--- src/sv/nmd_pkg.sv ---
// ----------------------------------------------------------------------------
// Null-delimited message deframer package
// Shared constants, command and status types, and controller states.
// ----------------------------------------------------------------------------
package nmd_pkg;

   localparam int STORE_DEPTH_DEFAULT = 64;
   localparam int BYTE_W              = 8;
   localparam int LEN_W               = 7;

   localparam logic [BYTE_W-1:0] TERMINATOR    = 8'h00;
   localparam logic [LEN_W-1:0]  MAX_LEN_RESET = 7'd64;

   typedef enum logic {
      ST_COLLECT,
      ST_EMIT
   } nmd_state_type;

   // Commands from the controller to the datapath.
   typedef struct packed {
      logic take_byte;   // an input item is accepted this cycle
      logic load_data;   // read the next stored byte into the output register
      logic load_term;   // load the terminator into the output register
   } nmd_cmd_type;

   // Status from the datapath to the controller.
   typedef struct packed {
      logic starts_msg;  // the offered byte ends a message that is not dropped
      logic more_data;   // stored bytes remain to be given out
      logic out_free;    // the output register can take an item this cycle
   } nmd_status_type;

endpackage

--- src/sv/nmd_ctrl.sv ---
// ----------------------------------------------------------------------------
// Deframer controller
// Two-state machine that alternates between byte intake and message output.
// ----------------------------------------------------------------------------
module nmd_ctrl (
   input  logic                   clock,
   input  logic                   reset,
   input  logic                   req_valid,
   input  nmd_pkg::nmd_status_type status,
   output logic                   req_ready,
   output nmd_pkg::nmd_cmd_type    cmd
);
   import nmd_pkg::*;

   nmd_state_type state_ff;
   nmd_state_type state_in;

   always_ff @(posedge clock) begin
      if (reset) begin
         state_ff <= ST_COLLECT;
      end else begin
         state_ff <= state_in;
      end
   end

   always_comb begin
      state_in = state_ff;
      unique case (state_ff)
         ST_COLLECT: begin
            if (req_valid && status.starts_msg) begin
               state_in = ST_EMIT;
            end
         end
         ST_EMIT: begin
            if (status.out_free && !status.more_data) begin
               state_in = ST_COLLECT;
            end
         end
         default: state_in = ST_COLLECT;
      endcase
   end

   always_comb begin
      req_ready     = 1'b0;
      cmd.take_byte = 1'b0;
      cmd.load_data = 1'b0;
      cmd.load_term = 1'b0;
      unique case (state_ff)
         ST_COLLECT: begin
            req_ready     = 1'b1;
            cmd.take_byte = req_valid;
         end
         ST_EMIT: begin
            cmd.load_data = status.out_free && status.more_data;
            cmd.load_term = status.out_free && !status.more_data;
         end
         default: begin
            req_ready = 1'b0;
         end
      endcase
   end

   // No input is taken while a message is being given out.
   assert property (@(posedge clock) disable iff (reset)
      (state_ff == ST_EMIT) |-> !cmd.take_byte)
      else $error("byte taken during message output");

   // A terminator load always returns the machine to intake.
   assert property (@(posedge clock) disable iff (reset)
      cmd.load_term |=> (state_ff == ST_COLLECT))
      else $error("controller stuck after terminator");

   // Intake of a message end leads straight into output.
   assert property (@(posedge clock) disable iff (reset)
      (cmd.take_byte && status.starts_msg) |=> (state_ff == ST_EMIT))
      else $error("message end did not start output");

endmodule

--- src/sv/nmd_datapath.sv ---
// ----------------------------------------------------------------------------
// Deframer datapath
// Message store, fill count, drop flag, limit register and output register.
// ----------------------------------------------------------------------------
module nmd_datapath #(
   parameter int STORE_DEPTH = nmd_pkg::STORE_DEPTH_DEFAULT
) (
   input  logic                         clock,
   input  logic                         reset,
   input  logic                         csr_wr_en,
   input  logic [nmd_pkg::LEN_W-1:0]    csr_wr_data,
   input  logic [nmd_pkg::BYTE_W-1:0]   req_rx_byte,
   input  logic                         rsp_ready,
   input  nmd_pkg::nmd_cmd_type          cmd,
   output nmd_pkg::nmd_status_type       status,
   output logic                         rsp_valid,
   output logic [nmd_pkg::BYTE_W-1:0]   rsp_msg_byte,
   output logic                         rsp_msg_last
);
   import nmd_pkg::*;

   localparam int AW = $clog2(STORE_DEPTH);
   localparam int CW = $clog2(STORE_DEPTH + 1);
   localparam logic [CW-1:0]    DEPTH_C = CW'(STORE_DEPTH);
   localparam logic [LEN_W-1:0] DEPTH_L = LEN_W'(STORE_DEPTH);

   logic [BYTE_W-1:0] store_mem [STORE_DEPTH];

   logic [LEN_W-1:0]  max_len_ff;
   logic [AW-1:0]     fill_ff;
   logic [AW-1:0]     fill_in;
   logic              discard_ff;
   logic              discard_in;
   logic [AW-1:0]     rd_ptr_ff;
   logic [AW-1:0]     rd_ptr_in;
   logic              rsp_valid_ff;
   logic              rsp_valid_in;
   logic [BYTE_W-1:0] rsp_byte_ff;
   logic              rsp_last_ff;

   logic [CW-1:0]     limit;
   logic              is_term;
   logic              has_room;
   logic              store_wr;

   // Limit register clamped to the range one to the store depth.
   always_comb begin
      priority if (max_len_ff == '0) begin
         limit = CW'(1);
      end else if (max_len_ff > DEPTH_L) begin
         limit = DEPTH_C;
      end else begin
         limit = CW'(max_len_ff);
      end
   end

   assign is_term  = (req_rx_byte == TERMINATOR);
   assign has_room = ((CW'(fill_ff) + CW'(1)) < limit);
   assign store_wr = cmd.take_byte && !is_term && !discard_ff && has_room;

   assign status.starts_msg = is_term && !discard_ff;
   assign status.more_data  = (rd_ptr_ff < fill_ff);
   assign status.out_free   = !rsp_valid_ff || rsp_ready;

   always_comb begin
      fill_in    = fill_ff;
      discard_in = discard_ff;
      rd_ptr_in  = rd_ptr_ff;
      if (cmd.take_byte) begin
         priority if (is_term) begin
            // A dropped message ends here; a good one is now given out.
            if (discard_ff) begin
               discard_in = 1'b0;
               fill_in    = '0;
            end
         end else if (!discard_ff) begin
            if (has_room) begin
               fill_in = fill_ff + AW'(1);
            end else begin
               discard_in = 1'b1;
               fill_in    = '0;
            end
         end
      end
      if (cmd.load_data) begin
         rd_ptr_in = rd_ptr_ff + AW'(1);
      end
      if (cmd.load_term) begin
         rd_ptr_in = '0;
         fill_in   = '0;
      end
   end

   always_comb begin
      rsp_valid_in = rsp_valid_ff;
      if (cmd.load_data || cmd.load_term) begin
         rsp_valid_in = 1'b1;
      end else if (rsp_ready) begin
         rsp_valid_in = 1'b0;
      end
   end

   always_ff @(posedge clock) begin
      if (reset) begin
         max_len_ff   <= MAX_LEN_RESET;
         fill_ff      <= '0;
         discard_ff   <= 1'b0;
         rd_ptr_ff    <= '0;
         rsp_valid_ff <= 1'b0;
      end else begin
         if (csr_wr_en) begin
            max_len_ff <= csr_wr_data;
         end
         fill_ff      <= fill_in;
         discard_ff   <= discard_in;
         rd_ptr_ff    <= rd_ptr_in;
         rsp_valid_ff <= rsp_valid_in;
      end
   end

   // Store write port.
   always_ff @(posedge clock) begin
      if (store_wr) begin
         store_mem[fill_ff] <= req_rx_byte;
      end
   end

   // Store read port; the output register doubles as the read data register.
   always_ff @(posedge clock) begin
      if (cmd.load_data) begin
         rsp_byte_ff <= store_mem[rd_ptr_ff];
         rsp_last_ff <= 1'b0;
      end else if (cmd.load_term) begin
         rsp_byte_ff <= TERMINATOR;
         rsp_last_ff <= 1'b1;
      end
   end

   assign rsp_valid    = rsp_valid_ff;
   assign rsp_msg_byte = rsp_byte_ff;
   assign rsp_msg_last = rsp_last_ff;

   // A pending item is never overwritten.
   assert property (@(posedge clock) disable iff (reset)
      (cmd.load_data || cmd.load_term) |-> status.out_free)
      else $error("output register overwritten");

   // While a message is being dropped nothing is counted.
   assert property (@(posedge clock) disable iff (reset)
      discard_ff |-> (fill_ff == '0))
      else $error("fill count nonzero while dropping");

   // The terminator closes the message and clears the count.
   assert property (@(posedge clock) disable iff (reset)
      cmd.load_term |=> (rsp_last_ff && fill_ff == '0 && rd_ptr_ff == '0))
      else $error("terminator did not close the message");

   // A stored byte advances the count by one.
   assert property (@(posedge clock) disable iff (reset)
      store_wr |=> (fill_ff == $past(fill_ff) + AW'(1)))
      else $error("fill count did not advance");

endmodule

--- src/sv/null_delimited_message_deframer.sv ---
// ----------------------------------------------------------------------------
// Null-delimited message deframer
// Splits a byte stream into zero-terminated messages and gives them out.
// ----------------------------------------------------------------------------
// Bytes enter on the req_ channel, one item per byte, and are collected in a
// message store of STORE_DEPTH entries. While collecting, the block takes one
// byte per clock cycle. A zero byte ends the message: if the message, its
// terminator included, fits within the limit in csr_wr_data (values of zero
// act as one, values above STORE_DEPTH act as STORE_DEPTH), its bytes come
// out on the rsp_ channel in order, followed by the zero terminator with
// rsp_msg_last set. A message that outgrows the limit is dropped entirely:
// every byte through its terminator is swallowed without any result. During
// output the input is held off; a message of n stored bytes gives n + 1
// output items, one store read per cycle through the store's single read
// port whenever rsp_ready leaves the output register free. The next message's
// first byte is taken in the cycle after the terminator is loaded, while the
// terminator may still wait in the output register. The limit register
// resets to 64 and should be written only while the block is idle.
// ----------------------------------------------------------------------------
module null_delimited_message_deframer #(
   parameter int STORE_DEPTH = nmd_pkg::STORE_DEPTH_DEFAULT
) (
   input  logic                        clock,
   input  logic                        reset,
   input  logic                        csr_wr_en,
   input  logic [nmd_pkg::LEN_W-1:0]   csr_wr_data,
   input  logic                        req_valid,
   output logic                        req_ready,
   input  logic [nmd_pkg::BYTE_W-1:0]  req_rx_byte,
   output logic                        rsp_valid,
   input  logic                        rsp_ready,
   output logic [nmd_pkg::BYTE_W-1:0]  rsp_msg_byte,
   output logic                        rsp_msg_last
);
   import nmd_pkg::*;

   nmd_cmd_type    cmd;
   nmd_status_type status;

   // The controller sequences intake and output.
   nmd_ctrl u_ctrl (
      .clock     (clock),
      .reset     (reset),
      .req_valid (req_valid),
      .status    (status),
      .req_ready (req_ready),
      .cmd       (cmd)
   );

   // The datapath holds the store, the counters and the output register.
   nmd_datapath #(
      .STORE_DEPTH (STORE_DEPTH)
   ) u_datapath (
      .clock        (clock),
      .reset        (reset),
      .csr_wr_en    (csr_wr_en),
      .csr_wr_data  (csr_wr_data),
      .req_rx_byte  (req_rx_byte),
      .rsp_ready    (rsp_ready),
      .cmd          (cmd),
      .status       (status),
      .rsp_valid    (rsp_valid),
      .rsp_msg_byte (rsp_msg_byte),
      .rsp_msg_last (rsp_msg_last)
   );

endmodule
--- config.mk ---
export PLATFORM = sky130hd
export DESIGN_NAME = null_delimited_message_deframer
export DESIGN_NICKNAME = d
export VERILOG_FILES = /design/src/sv/nmd_pkg.sv /design/src/sv/nmd_ctrl.sv /design/src/sv/nmd_datapath.sv /design/src/sv/null_delimited_message_deframer.sv
export SDC_FILE = /design/constraint.sdc
export NUM_CORES = 1
export LEC_CHECK = 0
export BUFFER_PORTS_ARGS = -buffer_cell sky130_fd_sc_hd__buf_2
export CAP_MARGIN = 5
export CORE_ASPECT_RATIO = 0.9
export CORE_MARGIN = 4
export CORE_UTILIZATION = 55
export CTS_CLUSTER_DIAMETER = 60
export DETAILED_ROUTE_END_ITERATION = 6
export PLACE_DENSITY = 0.71
export SYNTH_ARGS = -nofsm -noshare
export SYNTH_HDL_FRONTEND = slang
export SYNTH_SLANG_ARGS = --single-unit
--- constraint.sdc ---
create_clock -name clock -period 9.2 [get_ports clock]
set_input_delay 1.38 -clock clock [delete_from_list [all_inputs] [get_ports clock]]
set_output_delay 1.38 -clock clock [all_outputs]
set_load 0.05 [all_outputs]
## Word-level counts from Yosys, hierarchy flattened

Memory sizes are Yosys's and may differ from the RTL's. A register that Yosys moved wholly into a read port is not among the register bits.
Index checks and enable logic that the tools add are counted.

- Memories: 1
- Register bits: 31
- Output and inout bits: 11
- Word-level logic and storage cells: 60
- Bits of input ports: 20
- Memory bits (writable): 512

Memories:

| memory | depth | width | rd ports | clocked after Yosys merged registers in | write ports | line | text |
|---|---|---|---|---|---|---|---|
| u_datapath.store_mem | 64 | 8 | 1 | 1 | 1 | nmd_datapath.sv:27 | `logic [BYTE_W-1:0] store_mem [STORE_DEPTH];` |

- Reductions and logical operators: 19
- Bitwise logic cells: 1
- Add/subtract/negate cells: 3
- Multiplexer cells: 23
- Magnitude comparators: 3
- Equal/unequal tests: 2

Operator list:

| cell | number |
|---|---|
| two-way mux 6 bit | 6 |
| two-way mux 8 bit | 2 |
| two-way mux 7 bit | 2 |
| adder 6 x 1 -> 6 bit (second input constant) | 2 |
| two-way mux 1 bit | 11 |
| logical NOT 8 bit | 1 |
| adder 6 x 1 -> 7 bit (second input constant) | 1 |
| greater-than comparator 7 bit (second input constant) | 1 |
| logical AND 1 bit | 7 |
| logical NOT 7 bit | 1 |
| < comparator 7 bit | 1 |
| < comparator 6 bit | 1 |
| logical NOT 1 bit | 4 |
| nonzero test 2 bit | 2 |
| AND reduction 3 bit | 1 |
| logical OR 1 bit | 2 |
| two-way mux 2 bit | 1 |
| inequality test 2 x 1 -> 1 bit (second input constant) | 1 |
| inequality test 2 bit (second input constant) | 1 |
| case mux 1 bit (2 select lines) | 1 |
| OR reduction 2 bit | 1 |
| inverter 1 bit | 1 |

## Depth between registers and ports, before layout

- Word-level depth: 7
- Mapped depth: 12
- Depth with buffers taken out: 10

## Cells and area by module

Synthesis repeated with hierarchy kept, for this count alone.

- Cell total of the unflattened synthesis: 1078
- Area, all modules: 21506.9 µm²

Modules (own cells, without submodules):

| module | area an instance (µm²) | seq. area each (µm²) | cells each | times used |
|---|---|---|---|---|
| nmd_datapath | 21439.3 | 16175.5 | 1071 | 1 |
| nmd_ctrl | 67.6 | 20.0 | 7 | 1 |

## Least setup slack after synthesis

OpenSTA, ideal clock, no wires.

- Path type: input-to-reg
- Start point: in req_rx_byte[5] in the netlist's numbering
- End point: mem u_datapath.store_mem[23][0] (enable)
- Buffers on the path: 2
- Path slack: 6.038 ns
- Library setup time: 0.280 ns
- Data required time: 8.920 ns
- Arrival: 2.882 ns
- Stages: 8
- Cell sequence: or4_1 > nor2_1 > nor2_1 > and3b_1 > buf_2 > buf_4 > nand2_1 > nor2_1

- Longest elaborated chain between the ends: 7

Ends and longest elaborated chain:

| what | line | text |
|---|---|---|
| start, declared | null_delimited_message_deframer.sv:29 | `input logic [nmd_pkg::BYTE_W-1:0] req_rx_byte,` |
| logical NOT 8 bit | nmd_datapath.sv:57 | `assign is_term = (req_rx_byte == TERMINATOR);` |
| logical NOT 1 bit | nmd_datapath.sv:59 | `assign store_wr = cmd.take_byte && !is_term && !discard_ff && has_room;` |
| logical AND 1 bit (3 in series) | nmd_datapath.sv:59 |  |
| two-way mux 1 bit | nmd_datapath.sv:123 | `if (store_wr) begin` |
| two-way mux 1 bit (not written as such) | nmd_datapath.sv:124 | `store_mem[fill_ff] <= req_rx_byte;` |
| end, declared | nmd_datapath.sv:27 |  |

Every way passes these cells.

## Worst setup path in the final report

- Start point: reg u_datapath.fill_ff[0]
- End point: mem u_datapath.store_mem[19][0] (enable)

- Longest elaborated chain between the ends: 5

Ends and longest elaborated chain:

| what | line | text |
|---|---|---|
| start, declared | nmd_datapath.sv:30 | `logic [AW-1:0] fill_ff;` |
| start signal, assigned | nmd_datapath.sv:114 | `fill_ff <= fill_in;` |
| adder 6 x 1 -> 7 bit | nmd_datapath.sv:58 | `assign has_room = ((CW'(fill_ff) + CW'(1)) < limit);` |
| < comparator 7 bit | nmd_datapath.sv:58 |  |
| logical AND 1 bit | nmd_datapath.sv:59 |  |
| two-way mux 1 bit | nmd_datapath.sv:123 |  |
| two-way mux 1 bit (not written as such) | nmd_datapath.sv:124 |  |

Parallel ways exist; a longest one is shown, timed or not.

==> flow_metrics.tcl <==
set metrics [dict create \
    fin_tns_setup_ps 0 \
    fp.dieH_um 197 \
    post_synth_top_area_share_pct 71.8 \
    insertion_delay_ps 580 \
    avgSynthCellArea_sq_um 19.1 \
    endpoint_kind "flop" \
    fin_util_pct 62.3 \
    total_leakage_power_nw 7.43 \
    global_route.usage.total_pct 22.1 \
    finalWeightedCongestion 0.877 \
    core_area_sq_um 38700 \
    grt_pass1_vias 10848 \
    die_width_um 218 \
    global_route_wire_length_before_repair_um 70600 \
    timing.setup.critical_path_class "reg -> reg" \
    post_synth_inst_count 1138 \
    ys_top_cells_by_area "edfxtp_1 72%, mux4_2 12%, mux2i_1 3.0%" \
    unrepaired_setup_endpoints_after_global_routing "no" \
    detailedPlacementHpwl_um 28100 \
    rows 68 \
    design.die.area_sq_um 42800 \
    diode_count 0 \
    grt_max_degree 85 \
    timing.critical_path.arrival_ps 4780 \
    tritoncts.num_buffers 53 \
    global_route.overflow_total 0 \
    worst_path_max_delay_cell "nor2_1" \
    buffer_ports.inserted 30 \
    final_setup_violation_count 0 \
    path_max_fanout 14 \
    clock_sink_count 549 \
    timing.critical_path.slowest_cell_delay_ps 850 \
    worst_setup_path_start_kind "flop" \
    hold_buffers 0 \
    post_synth_num_cell_types 46 \
    min_period_ps 4570 \
    remaining_drc_errors 0 \
    vdd_drop_max_mv 0.133 \
    ios 31 \
    share_of_post_route_cells_with_drive_strength_above_1_pct 20.6 \
    ys_dominant_reg_cell "edfxtp_1" \
    antenna_found_initial 0 \
    wl_per_cell_um 26.8 \
    drt-initial-drc-count 1206 \
    average_via_count_per_standard_cell 6.24 \
    synth_seq_area_share_pct 74.4 \
    fmaxAchievable_ghz 0.219 \
    num_vias 10896 \
    post-cts-setup-buffer-count 0 \
    worst_clock_skew_ps 19.6 \
    synth-edff-count 520 \
    cts_buffer_depth 3 \
    mappedNetlistNets 1172 \
    syn_to_final_growth_pct 10.9 \
    start_util_pct 56.2 \
    final_min_period_over_clock_period_pct 49.7 \
    finish.instance_area_sq_um 24100 \
    cp.buffers_inverters 0 \
    outcome "finished, final reports clean" \
    final_hold_viol_count 0 \
    cts.clk_slew.worst_paths_ps 60 \
    layout.filler_cells 2671 \
    final_nets 1212 \
    postCtsResizedCells 0 \
    worstPathCellList "ha_1 -> nand3_1 -> xnor2_1 -> ha_1 -> a21o_1 -> a21o_1 -> a21oi_1 -> and3b_1 -> nand4_1 -> nor2_1" \
    antenna_viol_nets_final 0 \
    worst_max_slew_pin_slew_ps 1180 \
    clock_root_cell "clkbuf_16" \
    post_placement_cell_area_sq_um 22400 \
    htree_num_levels 2 \
    critical-path-top-delay-family "simple AND/OR/NAND/NOR gates" \
    cts_tree "built" \
    pins_over_their_slew_limit 0 \
    hold_ws_ps 509 \
    endpoint_required_time_on_the_critical_path_ps 9410 \
    post-layout-total-power_mw 5.03 \
    maxSlewHeadroom_pct 21.1 \
    max-cap-violations 0 \
    total_wirelength_um 46800 \
    synthesis.yosys.warnings 0 \
    detail_route.first_pass.iterations 5 \
    synth_largest_area_cell "edfxtp_1" \
    min_path_type "reg -> reg" \
    async_flop_share_pct 0 \
    synth.cell_area_sq_um 21800 \
    ys_ff_latch 549 \
    power_density_cells_nw_per_um2 209 \
]
sequential cells by signal, summed over array words and instances (netlist names), named ones only:
| register | flops |
|---|---|
| u_datapath.store_mem | 512 |
| u_datapath.rsp_msg_byte | 8 |
| u_datapath.max_len_ff | 7 |
| u_datapath.fill_ff | 6 |
| u_datapath.rd_ptr_ff | 6 |
| u_ctrl.state_ff | 1 |
| u_datapath.discard_ff | 1 |
| u_datapath.rsp_msg_last | 1 |
| u_datapath.rsp_valid | 1 |
cells by family (layout without fill, tap and decap cells):
group,Yosys count,count (layout),synth area share [%]
flops,549,549,74.4
simple gates,199,199,4.25
mux,179,179,14.8
compound gates,117,117,3.71
buf+inv,75,158,1.80
fa+ha+maj,14,14,0.805
xor+xnor,5,5,0.201
Yosys cell counts, types with 3 or more instances:
cell,instances
buf_1,3
nand2b_1,19
o21ai_0,7
a32oi_1,5
mux2i_1,65
inv_1,13
nor4_1,3
a21oi_1,27
a311oi_1,8
nand2_1,36
buf_6,8
nor2_1,92
o211ai_1,3
xnor2_1,4
or3_1,3
buf_4,6
edfxtp_1,520
a211oi_1,14
nor3_1,3
dfxtp_1,29
clkbuf_1,31
a22oi_1,28
a31oi_1,8
nand3_1,18
a21o_1,10
buf_2,13
ha_1,14
mux4_2,114
nand3_2,3
nand4_1,4
and2_1,8
metrics by stage:
stage	setup slack, ps	cells
floorplan	6040	1138
global placement	4280	1648
global route	4380	1746
detailed placement	4140	1648
finish	4630	1746
CTS	4710	1746
power by group:
part           leakage (nW)  switching [mW]  internal, mW
logic                  1.64          0.0724        0.0258
clock network         0.852           0.898          1.29
registers              4.94         0.00659          2.74
cell usage in the layout, fill, tap and decap left out, types with 24 or more instances in the layout:
| master | netlist | routed |
|---|---|---|
| nor2_1 | 92 | 92 |
| a21oi_1 | 27 | 27 |
| dfxtp_1 | 29 | 24 |
| buf_2 | 13 | 30 |
| mux4_2 | 114 | 114 |
| mux2i_1 | 65 | 65 |
| edfxtp_1 | 520 | 520 |
| a22oi_1 | 28 | 28 |
| nand2_1 | 36 | 36 |
| clkbuf_16 | 0 | 55 |
path summary, 6_finish.rpt:
| check | start | to | slack, ps | cells after the start |
|---|---|---|---|---|
| hold reg to reg | u_datapath.rsp_valid | u_datapath.rsp_valid | 510 | 2 |
| setup reg to reg | u_datapath.fill_ff[0] | u_datapath.store_mem[19][0] | 4630 | 10 |
| hold / removal | u_datapath.rsp_valid | u_datapath.rsp_valid | 510 | 2 |
| setup / recovery | u_datapath.fill_ff[0] | u_datapath.store_mem[19][0] | 4630 | 10 |
worst register-to-register path: cells and delay by family (launching register included):
| family | cells | cell delay [ps] |
|---|---|---|
| AO/OA/AOI/OAI | 3 | 540 |
| XOR/XNOR | 1 | 250 |
| adder cells (fa/ha/maj) | 2 | 580 |
| flip-flops | 1 | 590 |
| AND/OR/NAND/NOR | 4 | 2240 |
final cells by class:
cell class,count,area [sq um],area share [%]
Clock inverter,27,299,1.24
Timing Repair Buffer,47,278,1.15
Tap cell,525,657,2.72
Inverter,13,48.8,0.202
Multi-Input combinational cell,514,5170,21.4
Sequential cell,549,16200,67.2
Clock buffer,71,1470,6.08
metal layers:
| layer | GRT usage (%) | vias up | share of wire [%] |
|---|---|---|---|
| met5 | 0 | - | 0 |
| met4 | 4.97 | 0 | 2.0 |
| met3 | 4.24 | 71 | 8.5 |
| met2 | 32.7 | 537 | 45 |
| met1 | 35.0 | 5588 | 44 |
| li1 | - | 4700 | - |
No activity file was read; power rests on OpenSTA's default activity.
